===== config.mk =====
export PLATFORM = sky130hd
export DESIGN_NAME = lottery_task_scheduler_unit
export DESIGN_NICKNAME = d
export VERILOG_FILES = /design/src/design/lts_pkg.sv /design/src/design/lts_ram.sv /design/src/design/lts_datapath.sv /design/src/design/lts_ctrl.sv /design/src/design/lottery_task_scheduler_unit.sv
export SDC_FILE = /design/constraint.sdc
export NUM_CORES = 2
export LEC_CHECK = 0
export BUFFER_PORTS_ARGS = -buffer_cell sky130_fd_sc_hd__buf_2
export CORE_ASPECT_RATIO = 1.25
export CORE_UTILIZATION = 56
export CTS_CLUSTER_DIAMETER = 150
export DETAILED_ROUTE_END_ITERATION = 8
export GPL_TIMING_DRIVEN = 0
export MAX_ROUTING_LAYER = met4
export PLACE_DENSITY = 0.76
export SYNTH_ARGS = -nofsm -noshare
export SYNTH_HDL_FRONTEND = slang
export SYNTH_SLANG_ARGS = --single-unit

===== constraint.sdc =====
create_clock -name clk -period 7.12 [get_ports clk]
set_input_delay 0.712 -clock clk [delete_from_list [all_inputs] [get_ports clk]]
set_output_delay 0.712 -clock clk [all_outputs]
set_load 0.005 [all_outputs]

===== src/design/lts_pkg.sv =====
// Package with the shared types, codes and constants of the lottery task scheduler.
package lts_pkg;

  localparam int MAX_TASKS_DEF = 16;
  localparam int TIME_W = 32;
  localparam int ID_W = 16;
  localparam int TKT_W = 8;
  localparam int DRAW_W = 31;
  localparam int ST_W = 3;

  localparam logic [ST_W-1:0] ST_LOADED     = 3'd0;
  localparam logic [ST_W-1:0] ST_FULL       = 3'd1;
  localparam logic [ST_W-1:0] ST_SCHEDULED  = 3'd2;
  localparam logic [ST_W-1:0] ST_FINISHED   = 3'd3;
  localparam logic [ST_W-1:0] ST_NO_TICKETS = 3'd4;

  localparam logic CMD_LOAD = 1'b0;
  localparam logic CMD_SCHED = 1'b1;

  typedef struct packed {
    logic              cmd;
    logic [ID_W-1:0]   task_id;
    logic [TKT_W-1:0]  tickets;
    logic [TIME_W-1:0] arrival_time;
    logic [TIME_W-1:0] run_length;
    logic [DRAW_W-1:0] draw;
  } in_item_t;

  typedef struct packed {
    logic [ST_W-1:0]   status;
    logic [ID_W-1:0]   winner_id;
    logic [TIME_W-1:0] run_start;
    logic [TIME_W-1:0] run_end;
    logic [TIME_W-1:0] queue_delay;
    logic [TIME_W-1:0] turnaround_time;
  } out_item_t;

  typedef enum logic [3:0] {
    S_IDLE, S_DECIDE, S_SCAN1, S_CHECK, S_SCAN2, S_TOTAL, S_DIV,
    S_SCAN3, S_RESULT, S_SHIFT, S_OUT
  } state_t;

  typedef struct packed {
    logic load_in;
    logic do_load;
    logic clr_scan;
    logic scan_step;
    logic jump;
    logic clr_acc;
    logic div_start;
    logic div_step;
    logic mk_result;
    logic shift_step;
    logic set_status;
    logic [ST_W-1:0] status;
  } cmd_t;

  typedef struct packed {
    logic is_sched;
    logic full;
    logic empty;
    logic win_reached;
    logic scan_last;
    logic any_ready;
    logic total_zero;
    logic div_done;
    logic found;
    logic shift_done;
  } stat_t;

endpackage


===== src/design/lts_ram.sv =====
// Generic single-port-write RAM with one registered read port.
module lts_ram #(
  parameter int WIDTH = 8,
  parameter int DEPTH = 16
) (
  input  logic                     clk,
  input  logic                     we,
  input  logic [$clog2(DEPTH)-1:0] waddr,
  input  logic [WIDTH-1:0]         wdata,
  input  logic [$clog2(DEPTH)-1:0] raddr,
  output logic [WIDTH-1:0]         rdata
);
  logic [WIDTH-1:0] mem [DEPTH];
  always_ff @(posedge clk) begin
    if (we) begin
      mem[waddr] <= wdata;
    end
    rdata <= mem[raddr];
  end
endmodule


===== src/design/lts_datapath.sv =====
// Datapath of the lottery task scheduler: task store, time, scans and the divider.
module lts_datapath #(
  parameter int MAX_TASKS = lts_pkg::MAX_TASKS_DEF
) (
  input  logic              clk,
  input  logic              rst_n,
  input  lts_pkg::in_item_t in_item,
  input  logic              cfg_we,
  input  logic [31:0]       cfg_wdata,
  input  lts_pkg::cmd_t     cmd,
  output lts_pkg::stat_t    stat,
  output lts_pkg::out_item_t res
);
  import lts_pkg::*;
  localparam int AW = $clog2(MAX_TASKS);
  localparam int CW = $clog2(MAX_TASKS + 1);
  localparam int SUM_W = TKT_W + CW;
  localparam int ENT_W = ID_W + TKT_W + 2 * TIME_W;

  logic [ENT_W-1:0] rd_data, wr_data;
  logic [AW-1:0] waddr, raddr;
  logic we;

  in_item_t item_r;
  logic [CW-1:0] count_r;
  logic [TIME_W-1:0] now_r, window_r, earliest_r;
  logic [CW-1:0] idx_r;
  logic any_r, found_r, lag_r;
  logic [SUM_W-1:0] acc_r;
  logic [DRAW_W-1:0] rem_r, quo_r;
  logic [5:0] dcnt_r;
  logic [AW-1:0] win_r;
  out_item_t res_r;
  out_item_t stat_res;

  logic [ID_W-1:0] e_id;
  logic [TKT_W-1:0] e_tkt;
  logic [TIME_W-1:0] e_arr, e_run;
  assign {e_id, e_tkt, e_arr, e_run} = rd_data;

  lts_ram #(.WIDTH(ENT_W), .DEPTH(MAX_TASKS)) u_ram (
    .clk(clk), .we(we), .waddr(waddr), .wdata(wr_data),
    .raddr(raddr), .rdata(rd_data)
  );

  // The read address runs one ahead; lag_r marks that rd_data holds entry idx_r-1.
  // Once the winner is found its entry is read back for the result.
  assign raddr = found_r ? win_r : idx_r[AW-1:0];
  logic [CW-1:0] prev;
  assign prev = idx_r - CW'(1);
  logic ready_e;
  assign ready_e = e_arr <= now_r;

  always_comb begin
    we = 1'b0;
    waddr = count_r[AW-1:0];
    wr_data = {item_r.task_id, item_r.tickets, item_r.arrival_time, item_r.run_length};
    if (cmd.do_load) begin
      we = 1'b1;
    end else if (cmd.shift_step && lag_r) begin
      we = 1'b1;
      waddr = AW'(prev - CW'(1));
      wr_data = rd_data;
    end
  end

  always_comb begin
    stat_res = '0;
    stat_res.status = cmd.status;
  end

  logic [SUM_W+1:0] trial;
  assign trial = {1'b0, rem_r[SUM_W-1:0], quo_r[DRAW_W-1]} - {2'b0, acc_r};
  logic [SUM_W-1:0] acc_add;
  assign acc_add = acc_r + SUM_W'(e_tkt);
  logic [TIME_W:0] endt_w;
  assign endt_w = {1'b0, now_r} + {1'b0, e_run};
  logic [TIME_W-1:0] endt;
  assign endt = endt_w[TIME_W] ? '1 : endt_w[TIME_W-1:0];

  always_ff @(posedge clk) begin
    if (!rst_n) begin
      count_r <= '0;
      now_r <= '0;
      window_r <= '1;
    end else begin
      if (cfg_we) window_r <= cfg_wdata;
      if (cmd.do_load) count_r <= count_r + CW'(1);
      if (cmd.jump && earliest_r > now_r) now_r <= earliest_r;
      if (cmd.mk_result) begin
        now_r <= endt;
        count_r <= count_r - CW'(1);
      end
    end
  end

  always_ff @(posedge clk) begin
    if (cmd.load_in) item_r <= in_item;
    if (cmd.clr_scan) begin
      idx_r <= cmd.mk_result ? CW'(win_r) + CW'(1) : '0;
      lag_r <= 1'b0;
      any_r <= 1'b0;
      found_r <= 1'b0;
      earliest_r <= window_r;
      if (cmd.clr_acc) acc_r <= '0;
    end
    if (cmd.scan_step || cmd.shift_step) begin
      idx_r <= idx_r + CW'(1);
      lag_r <= 1'b1;
      if (lag_r && cmd.scan_step) begin
        if (ready_e) any_r <= 1'b1;
        if (e_arr < earliest_r) earliest_r <= e_arr;
        if (ready_e && !found_r) begin
          acc_r <= acc_add;
          if (cmd.clr_acc && SUM_W'(rem_r) < acc_add) begin
            found_r <= 1'b1;
            win_r <= AW'(prev);
          end
        end
      end
    end
    if (cmd.div_start) begin
      rem_r <= '0;
      quo_r <= item_r.draw;
      dcnt_r <= '0;
    end else if (cmd.div_step) begin
      dcnt_r <= dcnt_r + 6'd1;
      if (!trial[SUM_W+1]) begin
        rem_r <= DRAW_W'(trial[SUM_W-1:0]);
        quo_r <= {quo_r[DRAW_W-2:0], 1'b1};
      end else begin
        rem_r <= {rem_r[DRAW_W-2:0], quo_r[DRAW_W-1]};
        quo_r <= {quo_r[DRAW_W-2:0], 1'b0};
      end
    end
    if (cmd.mk_result) begin
      res_r.status <= ST_SCHEDULED;
      res_r.winner_id <= e_id;
      res_r.run_start <= now_r;
      res_r.run_end <= endt;
      res_r.queue_delay <= now_r - e_arr;
      res_r.turnaround_time <= endt - e_arr;
    end else if (cmd.set_status) begin
      res_r <= stat_res;
    end
  end

  assign res = res_r;
  assign stat.is_sched = item_r.cmd == CMD_SCHED;
  assign stat.full = count_r == CW'(MAX_TASKS);
  assign stat.empty = count_r == '0;
  assign stat.win_reached = now_r >= window_r;
  assign stat.scan_last = lag_r && idx_r == count_r;
  assign stat.any_ready = any_r;
  assign stat.total_zero = acc_r == '0;
  assign stat.div_done = dcnt_r == 6'(DRAW_W);
  assign stat.found = found_r;
  assign stat.shift_done = idx_r > count_r;
endmodule


===== src/design/lts_ctrl.sv =====
// Controller state machine of the lottery task scheduler.
module lts_ctrl (
  input  logic           clk,
  input  logic           rst_n,
  input  logic           in_valid,
  output logic           in_ready,
  output logic           out_valid,
  input  logic           out_ready,
  input  lts_pkg::stat_t stat,
  output lts_pkg::cmd_t  cmd
);
  import lts_pkg::*;
  state_t state_r, state_nxt;

  always_ff @(posedge clk) begin
    if (!rst_n) state_r <= S_IDLE;
    else state_r <= state_nxt;
  end

  always_comb begin
    state_nxt = state_r;
    cmd = '0;
    in_ready = 1'b0;
    out_valid = 1'b0;
    case (state_r)
      S_IDLE: begin
        in_ready = 1'b1;
        cmd.load_in = in_valid;
        if (in_valid) state_nxt = S_DECIDE;
      end
      S_DECIDE: begin
        cmd.set_status = 1'b1;
        state_nxt = S_OUT;
        if (!stat.is_sched) begin
          if (stat.full) cmd.status = ST_FULL;
          else begin
            cmd.status = ST_LOADED;
            cmd.do_load = 1'b1;
          end
        end else if (stat.empty || stat.win_reached) cmd.status = ST_FINISHED;
        else begin
          cmd.set_status = 1'b0;
          cmd.clr_scan = 1'b1;
          state_nxt = S_SCAN1;
        end
      end
      S_SCAN1: begin
        cmd.scan_step = 1'b1;
        if (stat.scan_last) state_nxt = S_CHECK;
      end
      S_CHECK: begin
        cmd.jump = !stat.any_ready;
        cmd.clr_scan = 1'b1;
        cmd.clr_acc = 1'b1;
        state_nxt = S_SCAN2;
      end
      S_SCAN2: begin
        if (stat.win_reached) begin
          cmd.set_status = 1'b1;
          cmd.status = ST_FINISHED;
          state_nxt = S_OUT;
        end else begin
          cmd.scan_step = 1'b1;
          if (stat.scan_last) state_nxt = S_TOTAL;
        end
      end
      S_TOTAL: begin
        if (stat.total_zero) begin
          cmd.set_status = 1'b1;
          cmd.status = ST_NO_TICKETS;
          state_nxt = S_OUT;
        end else begin
          cmd.div_start = 1'b1;
          state_nxt = S_DIV;
        end
      end
      S_DIV: begin
        cmd.div_step = 1'b1;
        if (stat.div_done) begin
          cmd.div_step = 1'b0;
          cmd.clr_scan = 1'b1;
          cmd.clr_acc = 1'b1;
          state_nxt = S_SCAN3;
        end
      end
      S_SCAN3: begin
        cmd.scan_step = 1'b1;
        cmd.clr_acc = 1'b1;
        if (stat.found) begin
          cmd.scan_step = 1'b0;
          cmd.clr_scan = 1'b0;
          state_nxt = S_RESULT;
        end else if (stat.shift_done) begin
          cmd.scan_step = 1'b0;
          cmd.set_status = 1'b1;
          cmd.status = ST_NO_TICKETS;
          state_nxt = S_OUT;
        end
      end
      S_RESULT: begin
        cmd.mk_result = 1'b1;
        cmd.clr_scan = 1'b1;
        state_nxt = S_SHIFT;
      end
      S_SHIFT: begin
        cmd.shift_step = 1'b1;
        if (stat.shift_done) state_nxt = S_OUT;
      end
      S_OUT: begin
        out_valid = 1'b1;
        if (out_ready) state_nxt = S_IDLE;
      end
      default: state_nxt = S_IDLE;
    endcase
  end
endmodule


===== src/design/lottery_task_scheduler_unit.sv =====
// Top level of the lottery task scheduler.
// Input transactions carry a load or a schedule command on in_valid/in_ready;
// one result transaction per input leaves on out_valid/out_ready.
// The user must write the time window register through cfg_we and cfg_wdata only while
// idle; the block itself does not enforce this. A schedule walks the task table in
// one RAM read per cycle: a readiness scan, a ticket sum scan, a 31-step
// restoring division for the draw remainder, a winner scan and a compaction
// pass over the later slots.
// One transaction is in flight at a time; the input is refused until its
// result has been taken. A stalled receiver holds the result steady.
// Synchronous reset empties the table, clears the time and sets the window
// to its maximum; the task store itself is not cleared.
module lottery_task_scheduler_unit #(
  parameter int MAX_TASKS = lts_pkg::MAX_TASKS_DEF
) (
  input  logic               clk,
  input  logic               rst_n,
  input  logic               in_valid,
  output logic               in_ready,
  input  lts_pkg::in_item_t  in_data,
  output logic               out_valid,
  input  logic               out_ready,
  output lts_pkg::out_item_t out_data,
  input  logic               cfg_we,
  input  logic [31:0]        cfg_wdata
);
  import lts_pkg::*;
  cmd_t cmd;
  stat_t stat;

  lts_ctrl u_ctrl (
    .clk(clk), .rst_n(rst_n), .in_valid(in_valid), .in_ready(in_ready),
    .out_valid(out_valid), .out_ready(out_ready), .stat(stat), .cmd(cmd)
  );

  lts_datapath #(.MAX_TASKS(MAX_TASKS)) u_dp (
    .clk(clk), .rst_n(rst_n), .in_item(in_data), .cfg_we(cfg_we),
    .cfg_wdata(cfg_wdata), .cmd(cmd), .stat(stat), .res(out_data)
  );

`ifndef NO_ASSERTIONS
  a_excl: assert property (@(posedge clk) disable iff (!rst_n) !(in_ready && out_valid))
    else $error("input and output open together");
  a_hold: assert property (@(posedge clk) disable iff (!rst_n)
    out_valid && !out_ready |=> out_valid && $stable(out_data))
    else $error("result changed while stalled");
  a_status: assert property (@(posedge clk) disable iff (!rst_n)
    out_valid |-> out_data.status <= ST_NO_TICKETS)
    else $error("bad status");
`endif
endmodule

======== Word-level counts from Yosys, hierarchy flattened ========
Memories as Yosys holds them, arrays and structs flattened. A register that Yosys moved wholly into a read port is not among the register bits.
Cells that the tools add are included.
storage, ports and cells
  bits in registers ....................... 447
  bits in writable memories ............... 1408
  input bits .............................. 157
  output and inout bits ................... 149
  memories kept ........................... 1
operators by class
  $add $sub $neg .......................... 12
  magnitude comparators ................... 6
  equality and inequality tests ........... 18
  muxes and demuxes ....................... 85
  reduce and logical (&&, ||, !) cells .... 22
memory list
  memory          depth  bits a word  rd ports  clocked after memory_dff  wr ports  RTL line       text
  u_dp.u_ram.mem  16     88           1         1                         1         lts_ram.sv:13  logic [WIDTH-1:0] mem [DEPTH];
operators with widths
  operator               count
  $mux W144              2
  $mux W32               7
  $mux W88               2
  $mux W13               6
  $mux W4                18
  $sub A32 B32 Y32       2
  $mux W31               2
  $pmux W4 S11           1
  $mux W1                36
  $add A32 B32 Y33       1
  $ge A32 B32 Y1         1
  $gt A32 B32 Y1         1
  $le A32 B32 Y1         1
  $lt A32 B32 Y1         1
  $mux W5                5
  $eq A4 B3 Y1 const B   4
  $pmux W4 S4            1
  $sub A14 B13 Y15       1
  $add A13 B8 Y13        1
  $logic_not A13 Y1      1
  $lt A13 B13 Y1         1
  $eq A4 B4 Y1 const B   3
  $add A5 B1 Y5 const B  2
  $reduce_bool A2 Y1     5
  other kinds (24)       38

======== Longest topological paths before layout ========
  word-level depth ........................ 10
  depth in mapped cells ................... 22

======== Modules after synthesis ========
A second synthesis with hierarchy kept.
second synthesis, totals
  cells, all modules ...................... 4853
  area, all modules ....................... 81001.4 sq um
modules (own cells, without submodules)
  module        times used  cells each  area an instance (sq um)  seq. area each (sq um)
  lts_ram       1           2256        54362.1                   44042.2
  lts_datapath  1           2505        26015.0                   11911.4
  lts_ctrl      1           92          624.3                     80.1

======== Worst setup path after synthesis ========
OpenSTA, ideal clock, no wires.
  path kind ............................... reg-to-reg
  start point ............................. reg u_dp.window_r[21]
  end point ............................... reg u_dp.res_r, in the netlist u_dp.res[0], enable pin
  data arrival time ....................... 5204 ps
  required time ........................... 5547 ps
  path slack .............................. 342 ps
  stages on the path, launching flop included .. 12
  clock period less this slack ............ 6778 ps
  path through ............................ dfxtp_1 > inv_1 > ha_1 > a21o_1 > a21o_1 > a21oi_1 > nand4b_1 > a211oi_1 > o21a_1 > nand2b_1 > a21o_1 > nand3_1
on the way
  longest elaborated chain between the ends .. 6
ends and longest elaborated chain
  element                                RTL line             text
  from (decl)                            lts_datapath.sv:26   logic [TIME_W-1:0] now_r, window_r, earliest_r;
  from (signal assigned)                 lts_datapath.sv:87   if (cfg_we) window_r <= cfg_wdata;
  $ge A32 B32 Y1 *                       lts_datapath.sv:152  assign stat.win_reached = now_r >= window_r;
  $logic_or A1 B1 Y1                     lts_ctrl.sv:40       end else if (stat.empty || stat.win_reached) cmd.status = ST_FINISHED;
  $mux W1                                lts_ctrl.sv:40
  $mux W1                                lts_ctrl.sv:34       if (!stat.is_sched) begin
  $pmux W4 S4 *                          lts_ctrl.sv:25       case (state_r)
  $reduce_bool A2 Y1 (no source line) *  -
  to (signal assigned)                   lts_datapath.sv:144  res_r <= stat_res;
  to (decl)                              lts_datapath.sv:33   out_item_t res_r;
Every way passes the cells marked *; elsewhere a longest branch is shown, timed or not.
A chain may end at the register's enable or synchronous reset.

======== Final worst setup path ========
  start point ............................. reg u_dp.u_ram.rdata[0] (read register of u_dp.u_ram.mem)
  end point ............................... reg u_dp.res_r, in the netlist u_dp.res[31] (data pin)
on the way
  longest elaborated chain between the ends .. 4
ends and longest elaborated chain
  element                  RTL line             text
  from (decl)              lts_ram.sv:11        output logic [WIDTH-1:0] rdata
  $add A32 B32 Y33         lts_datapath.sv:77   assign endt_w = {1'b0, now_r} + {1'b0, e_run};
  $mux W32                 lts_datapath.sv:79   assign endt = endt_w[TIME_W] ? '1 : endt_w[TIME_W-1:0];
  named net u_dp.endt[22]  lts_datapath.sv:78   logic [TIME_W-1:0] endt;
  $sub A32 B32 Y32         lts_datapath.sv:142  res_r.turnaround_time <= endt - e_arr;
  $mux W144                lts_datapath.sv:136  if (cmd.mk_result) begin
The timed path passes the listed nets, and every way through them passes these cells.

==> results.sh <==
export IMPL_clockRootBuffer="clkbuf_16"
export IMPL_mostFrequentLayoutCell="edfxtp_1"
export IMPL_worst_setup_path_start_kind="flip-flop"
export IMPL_worstPathCellList="ha_1 -> fa_1 -> a211oi_1 -> o21ai_1 -> a22oi_4 -> o211a_1 -> o21ai_2 -> o221a_2 -> buf_6 -> buf_2 -> nor2_1 -> inv_1 -> ha_1 -> and3_1 -> and3_1 -> a22oi_1 -> nand2_1 -> o21ai_1 -> o21ai_0 -> a41oi_1 -> xnor2_1 -> mux2_2"
export IMPL_cts_tree="done"
export IMPL_finalNonFillerCells=7677
export IMPL_min_to="u_dp.item_r[47]"
export IMPL_cp_max_fo=10
export IMPL_yosysTopAreaCellShare=0.6321
export IMPL_nets=6015
export IMPL_hold_start="in_data[47]"
export IMPL_dp_hpwl_microns=157800
export IMPL_hold_viol_final=0
export IMPL_violations="max-capacitance violations, max-slew violations"
export IMPL_r2r_end="u_dp.res[31]"
export IMPL_min_period_ps=6627
export IMPL_powerDensity_nw_per_um2=461.9
export IMPL_synthToLayoutAreaGrowth_pct=14.57
export IMPL_slowest_stage="nor2_1"
export IMPL_first_pass_iters=6
export IMPL_die_w_microns=342.9
export IMPL_max_slew_worst_pin_slew_ps=1526
export IMPL_cp_end_kind="flip-flop"
export IMPL_gp_congestion=0.9838
export IMPL_ys_dominant_reg_cell="edfxtp_1"
export IMPL_async_flop_share=0
export IMPL_grt_pass1_wl_microns=329400
export IMPL_layout_worst_path_cycle_share=0.9308
export IMPL_dr_total_vias=48970
export IMPL_hp_class="in2reg"
export IMPL_synth_area_leaders="edfxtp_1 (63%), mux4_2 (9.7%), dfxtp_1 (5.7%), ha_1 (3.7%), nand2_1 (2.1%)"
export IMPL_setup_viol=0
export IMPL_skew_ps=27.16
export IMPL_drt_iter0_drc=5911
export IMPL_max_slew_margin=-0.01720
export IMPL_finalMaxSlewViolations=22
export IMPL_grt_overflow=0
export IMPL_dieHeight_microns=428.1
export IMPL_die_area_sq_um=146800
export IMPL_clock_latency_ps=840
export IMPL_drt_wirelength_per_cell_microns=30.14
export IMPL_synth_distinct_cells=82
export IMPL_crit_required_ps=7670
export IMPL_io_pins=306
export IMPL_fmax_ghz=0.1509
export IMPL_whs_path_depth=1
export IMPL_syn_area_sq_um=81330
export IMPL_synth_top_area_cell="edfxtp_1"
export IMPL_yosysSeqAreaShare=0.6889
export IMPL_max_stage_delay_ps=470
export IMPL_cap_violations=3
export IMPL_wl_microns=231400
export IMPL_fillers=9757
export IMPL_core_area_sq_um=144400
export IMPL_setup_tns_ps=0
export IMPL_cts_resized=0
export IMPL_clock_sinks=1943
export IMPL_clk_pin_slew_ps=60
export IMPL_worst_setup_path_type="reg2reg"
export IMPL_grt_setup_unrepaired="false"
export IMPL_final_cell_mix="edfxtp_1 (1712), nand2_1 (457), buf_2 (371)"
export IMPL_synth_nets=5438
export IMPL_port_buffers=304
export IMPL_clockBufferDepth=3
export IMPL_power_mw=43.04
export IMPL_status="complete, but fails checks"
export IMPL_start_util=0.5631
export IMPL_syn_area_per_cell_sq_um=16.15
export IMPL_ys_ff_latch=1943
export IMPL_r2r_start="u_dp.u_ram.rdata[0]"
export IMPL_cts_hold_buf=0
export IMPL_r2r_cells=22
export IMPL_grt_pass1_vias=48620
export IMPL_rrSetupSlack_ps=490
export IMPL_synthCells=5037
export IMPL_rows=156
export IMPL_h_tree_depth=4
export IMPL_grt_max_degree=66
export IMPL_ys_warn_count=0
export IMPL_numCtsBuffers=183
export IMPL_antenna_left=0
export IMPL_cts_setup_buffers=0
export IMPL_grt_usage=0.3233
export IMPL_routed_via_density=6.378
export IMPL_drive_gt1_frac=0.2098
export IMPL_ir_worst_vdd_v=0.0002947
export IMPL_placed_cells=7313
export IMPL_cp_arrival_ps=7180
export IMPL_post_route_drc_count=0
export IMPL_synth_edff_count=1712
export IMPL_grt_antenna_before_repair=10
export IMPL_leakagePower_nw=33.58
==> layout make-up <==
cell class / instances / area, sq um / area share
Timing Repair Buffer: 392 / 3199 / 0.03433
Sequential cell: 1943 / 56030 / 0.6013
Multi-Input combinational cell: 2673 / 23750 / 0.2548
Clock buffer: 233 / 4931 / 0.05291
Tap cell: 1896 / 2372 / 0.02546
Buffer: 227 / 972.2 / 0.01043
Inverter: 194 / 728.2 / 0.007814
Clock inverter: 105 / 1169 / 0.01254
Antenna cell: 14 / 35.03 / 0.0003759
==> state kept, by name, indices dropped and copies added, names as in the netlist, 4 cells and up <==
| register | flops |
|---|---|
| u_dp.u_ram.mem | 1408 |
| u_dp.item_r | 119 |
| u_dp.quo_r | 31 |
| u_dp.win_r | 4 |
| u_dp.window_r | 32 |
| u_dp.count_r | 5 |
| u_ctrl.state_r | 4 |
| u_dp.u_ram.rdata | 88 |
| u_dp.idx_r | 5 |
| u_dp.now_r | 32 |
| u_dp.res | 147 |
| u_dp.acc_r | 13 |
| u_dp.rem_r | 13 |
| u_dp.earliest_r | 32 |
| u_dp.dcnt_r | 6 |
==> logic make-up after synthesis <==
kind of cell	Yosys count	synth area share
and+or+nand+nor	1026	0.05826
DFF	1943	0.6889
xor gates and xnor gates	103	0.01109
buffers and inverters	421	0.02089
adders and majority gates	244	0.03809
muxes	507	0.1175
AOI/OAI and AO/OA	793	0.06527
==> critical path: cells and delay by family, from the launching register on <==
family / cells / cell delay, ps
adders and majority gates: 3 / 1070
xor gates and xnor gates: 1 / 160
muxes: 1 / 370
buffers and inverters: 3 / 470
AOI/OAI and AO/OA: 10 / 2770
and+or+nand+nor: 4 / 1030
DFF: 1 / 460
==> metrics by stage <==
| stage | setup WS [ps] | hold WS (ps) | util | area, sq um |
|---|---|---|---|---|
| 2_1_floorplan | 342.1 | 443.4 | - | 81330 |
| 3_3_place_gp | -4081 | 457.1 | 0.5901 | 85230 |
| 3_5_place_dp | 696.4 | 460.3 | 0.6021 | 86960 |
| 4_1_cts | 612.5 | 0.8218 | 0.6443 | 93060 |
| 5_1_grt | 341.4 | 28.69 | 0.6451 | 93180 |
| 6_report | 493.0 | 55.00 | 0.6452 | 93190 |
==> layer usage <==
| metal | global-route usage | vias to the layer above | part of all wire |
|---|---|---|---|
| met4 | 0.1722 | 0 | 0.061 |
| met2 | 0.5032 | 2988 | 0.48 |
| met3 | 0.05724 | 568 | 0.092 |
| met1 | 0.4057 | 24640 | 0.37 |
| met5 | - | - | 0 |
| li1 | - | 20770 | - |
==> how the worst max path moves through the flow <==
stage,cells after the start,end,from,slack (ps)
6_report,22,u_dp.res[31],u_dp.u_ram.rdata[0],490
5_1_grt,22,u_dp.res[31],u_dp.u_ram.rdata[0],340
4_1_cts,22,u_dp.res[30],u_dp.u_ram.rdata[0],610
3_5_place_dp,22,u_dp.res[31],u_dp.u_ram.rdata[0],700
3_3_place_gp,8,u_dp.u_ram.mem[11][31],u_ctrl.state_r[0],-4080
2_1_floorplan,11,u_dp.res[0],u_dp.window_r[21],340
==> report_power, final <==
group | switching [mW] | total [mW] | internal [mW]
Clock | 4.31 | 10.0 | 5.69
Sequential | 1.28 | 16.1 | 14.8
Combinational | 10.4 | 17.0 | 6.56
Total | 16.0 | 43.0 | 27.0
==> cell usage after synthesis, drive strengths merged (39+ instances only) <==
library cell	count
xor2	42
nand2	457
mux2i	95
ha	238
and2	114
edfxtp	1712
buf	92
inv	191
xnor2	61
o21ai	132
mux4	352
o21a	46
a31oi	99
a21o	90
o211ai	52
clkbuf	135
nor3	39
a21oi	143
a211oi	111
nor2	194
dfxtp	231
mux2	60
nand3	42
Note: power is estimated with default switching activity, not from simulation.
